$ cat src/sv/wufe_ram.sv
module wufe_ram #(
  parameter int unsigned WIDTH = 8,
  parameter int unsigned DEPTH = 16
) (
  input  logic                     clk_i,
  input  logic                     we_i,
  input  logic [$clog2(DEPTH)-1:0] waddr_i,
  input  logic [WIDTH-1:0]         wdata_i,
  input  logic [$clog2(DEPTH)-1:0] raddr_i,
  output logic [WIDTH-1:0]         rdata_o
);

  logic [WIDTH-1:0] mem_q [DEPTH];
  logic [WIDTH-1:0] rdata_q;

  // Registered read, old data on a same-address collision.
  always_ff @(posedge clk_i) begin
    if (we_i) begin
      mem_q[waddr_i] <= wdata_i;
    end
    rdata_q <= mem_q[raddr_i];
  end

  assign rdata_o = rdata_q;

endmodule

$ cat config.mk
export PLATFORM = sky130hd
export DESIGN_NAME = wufe_ram
export DESIGN_NICKNAME = d
export VERILOG_FILES = /design/src/sv/wufe_ram.sv
export SDC_FILE = /design/constraint.sdc
export NUM_CORES = 1
export LEC_CHECK = 0
export BUFFER_PORTS_ARGS = -buffer_cell sky130_fd_sc_hd__buf_2
export CORE_AREA = 2 2 86 121
export DETAILED_ROUTE_END_ITERATION = 10
export DIE_AREA = 0 0 88 123
export PLACE_DENSITY_LB_ADDON = 0.15
export SLEW_MARGIN = 0
export SYNTH_ARGS = -nofsm -noshare
export SYNTH_HDL_FRONTEND = slang
export SYNTH_SLANG_ARGS = --single-unit
$ cat constraint.sdc
create_clock -name clk_i -period 1.95 [get_ports clk_i]
set_input_delay 0.39 -clock clk_i [delete_from_list [all_inputs] [get_ports clk_i]]
set_output_delay 0.39 -clock clk_i [all_outputs]
set_load 0.01 [all_outputs]
== After elaboration in Yosys (flattened, before gate mapping) ==
Memory sizes are Yosys's and may differ from the RTL's. A register that Yosys moved wholly into a read port is not among the register bits.
Cells that the tools add are included.

* Memories kept: 1
* Input bits: 18
* Output and inout bits: 8
* Flip-flop bits (word level): 0
* Bits in writable memories: 128
* Word-level logic and storage cells: 3

* Mux-type cells: 2

{| class="wikitable"
|+ Memory list
! memory !! depth !! bits a word !! rd ports !! clocked after memory_dff !! write ports !! line !! RTL
|-
| mem_q || 16 || 8 || 1 || 1 || 1 || 13 || <nowiki>logic [WIDTH-1:0] mem_q [DEPTH];</nowiki>
|}

{| class="wikitable"
|+ Operators with widths
! cell !! count
|-
| 2-to-1 mux 1 bit || 2
|}

== Longest topological paths before layout ==
* Depth in word-level cells: 2
* Gate-level depth with buffers: 5
* Gate-level depth less buffers: 3

== Worst setup path before layout ==
Ideal clock, no wire load.

* Kind: input -> register
* From: input port waddr_i[2]
* To: memory mem_q[0][0], enable pin
* Stages: 2
* Setup time: 0.383 ns
* Path slack: 0.067 ns
* Data arrival time: 1.500 ns
* Path through: or3b_2 > nor3_1

{| class="wikitable"
|+ RTL lines
! what !! line !! RTL
|-
| from (decl) || 7 || <nowiki>input logic [$clog2(DEPTH)-1:0] waddr_i,</nowiki>
|-
| to (decl) || 13 ||
|}

Straight into the memory's write port.

==> results.cfg <==
[run_status]
run_status = finished clean

[detailed_routing]
routed_via_density = 5.54
drt_pre_antenna_iters = 4
dr.first_iter.drc_count = 178
post-route-drc-count = 0
drt-total-wl_um = 9680
wire_per_inst_um = 22.1
vias = 2426
antenna_violating_nets_post_route = 0

[clock_network]
postCtsResizedCells = 0
tritoncts_num_sinks = 136
post_cts_buffers = 0
cts_tree = built
clock-root-buffer = sky130_fd_sc_hd__clkbuf_16
clock_latency_ps = 410
cts.clk_slew.worst_paths_ps = 50
holdBufCountCts = 0
number_of_buffers_inserted_during_clock_tree_synthesis = 17
cts-htree-levels = 4
cts.path.max_buffers = 2

[timing]
fmaxAchievable_ghz = 0.708
setup_violations = 0
setup_tns_ps = 0
min_period_over_period = 0.724
hold_slack_final_ps = 364
setup_repair_after_global_routing_missed_its_margin = no
post-route-min-period_ps = 1410
drv_slew = 0
worst_pin_slew_ps = 395
timing.slew.headroom = 0.737
clock-skew-final_ps = 6.07
timing.final.hold_violations = 0

[worst_setup_path]
timing_worst_setup_path_type = reg2reg
required_ps = 2230
worstSetupEndpointType = register
worst-endpoint-arrival_ps = 1700
worstSetupStartpointType = register
critPathMaxFanout = 1

[finish]
layout.cells.most_common_list = sky130_fd_sc_hd__edfxtp_1 (128), sky130_fd_sc_hd__buf_2 (25), sky130_fd_sc_hd__buf_4 (24), sky130_fd_sc_hd__mux4_2 (18), sky130_fd_sc_hd__clkbuf_16 (17)
postLayoutCoreUtil = 0.633
finish.net_count = 308
area_delta_synth_final_pct = 19.7
layout.cells.most_common = sky130_fd_sc_hd__edfxtp_1
fraction_of_final_layout_cells_with_drive_strength_greater_than_1 = 0.323
n_antenna_cell = 0

[floorplan]
core-area_um2 = 9740
initial_utilization = 0.529
chipHeight_um = 123
design.die.area_um2 = 10800
num_io_pins = 26
rows = 43
dieWidth_um = 88

[synthesis]
synth_adder_area_share = 0
synthesis.area_um2 = 5150
seq_area_frac_synth = 0.778
synth_fp_nets = 247
synth_top_family_by_area = multiplexers
synth_warnings = 0
synth_mux_area_frac = 0.150
synth_top_area_frac = 0.747
syn_avg_cell_area_um2 = 22.5
synth.top_cells.by_area = sky130_fd_sc_hd__edfxtp_1 (75%), sky130_fd_sc_hd__mux4_2 (7.9%), sky130_fd_sc_hd__mux4_1 (7.1%)
xor_and_xnor_fraction_of_the_mapped_netlist_area = 0
synth_compound_area_frac = 0.0233
netlist.top_cell.by_area = sky130_fd_sc_hd__edfxtp_1
post_synth_inst_count = 229
ys_seq_elements = 136
simple_gate_portion_of_the_synthesized_area = 0.0318
number_of_library_cell_types_mapped_by_synthesis = 19

[power]
power-per-cell-area_nw_per_um2 = 1080
power.leakage_nw = 2.13
max-vdd-ir-drop_mv = 0.717

[worst_hold_path]
hold_path_class = in2reg

[place]
globalplace.congestion = 0.764
placement.io_buffers = 25
place_hpwl_um = 6320

[grt]
grtUsageTotal = 0.203
grt_first_pass_wirelength_um = 14600
pin_count_of_the_biggest_net_entering_global_routing = 21
grt_overflow_total = 0
grt_antenna_before_repair = 0
first_global_vias = 2459

[flow_run]
max_cap_violations = 0
==> final cells by class <==
cell class | count | area (um2)
clock inverter | 9 | 100
fill | 676 | 3570
tap | 135 | 169
sequential | 136 | 4000
multi-input combinational | 83 | 1060
clock buffer | 23 | 468
timing repair buffer | 52 | 365
==> routing by layer <==
| layer | vias up | wire [um] | GRT usage |
|---|---|---|---|
| li1 | 1095 | - | - |
| met1 | 1244 | 4110 | 0.262 |
| met2 | 75 | 5060 | 0.325 |
| met3 | 12 | 379 | 0.0681 |
| met4 | 0 | 120 | 0.0663 |
| met5 | - | 0 | 0 |
==> synth_stat cells, drive strengths merged <==
library cell / n
edfxtp: 128
mux4: 32
a22oi: 16
nor2: 13
nand2: 9
dfxtp: 8
buf: 7
nor3: 4
clkdlybuf4s25: 3
nand2b: 2
nand3b: 2
and2: 1
and2b: 1
nand3: 1
nor2b: 1
or3b: 1
==> critical path: stages, from the launching register on <==
cell and delay (ps):
sky130_fd_sc_hd__edfxtp_1 370, sky130_fd_sc_hd__mux4_1 580, sky130_fd_sc_hd__a22oi_1 230, sky130_fd_sc_hd__nand2_1 110
==> sequential cells by signal, indices dropped and copies added, names as in the netlist <==
signal and count:
mem_q 128, rdata_o 8
==> worst paths after layout <==
kind / start / endpoint / slack, ps / depth (start not counted)
hold / removal: wdata_i[1] / mem_q[4][1] / 360 / 1
hold reg to reg: mem_q[8][2] / rdata_o[2] / 680 / 3
setup / recovery: mem_q[5][3] / rdata_o[3] / 540 / 3
setup reg to reg: mem_q[5][3] / rdata_o[3] / 540 / 3
==> where the power goes <==
part / internal [W] / switching, W / leakage (nW)
logic: 0.000142 / 0.000177 / 0.626
registers: 0.00327 / 0.0000188 / 1.22
clock network: 0.00193 / 0.00108 / 0.278
total: 0.00535 / 0.00128 / 2.13
==> cells by family after synthesis <==
logic type      Yosys count
flops                   136
simple gates             35
mux                      32
compound gates           16
buf+inv                  10
==> per-stage QoR <==
step           power [W]  setup WS [ps]  instance area, um2  cells
2_1_floorplan    0.00352           67.1                5150    229
3_3_place_gp     0.00366            133                5600    406
3_5_place_dp     0.00367            147                5600    406
4_1_cts          0.00669            536                6160    438
5_1_grt          0.00685            439                6160    438
6_report         0.00663            538                6160    438
Note: power is estimated with default switching activity, not from simulation.
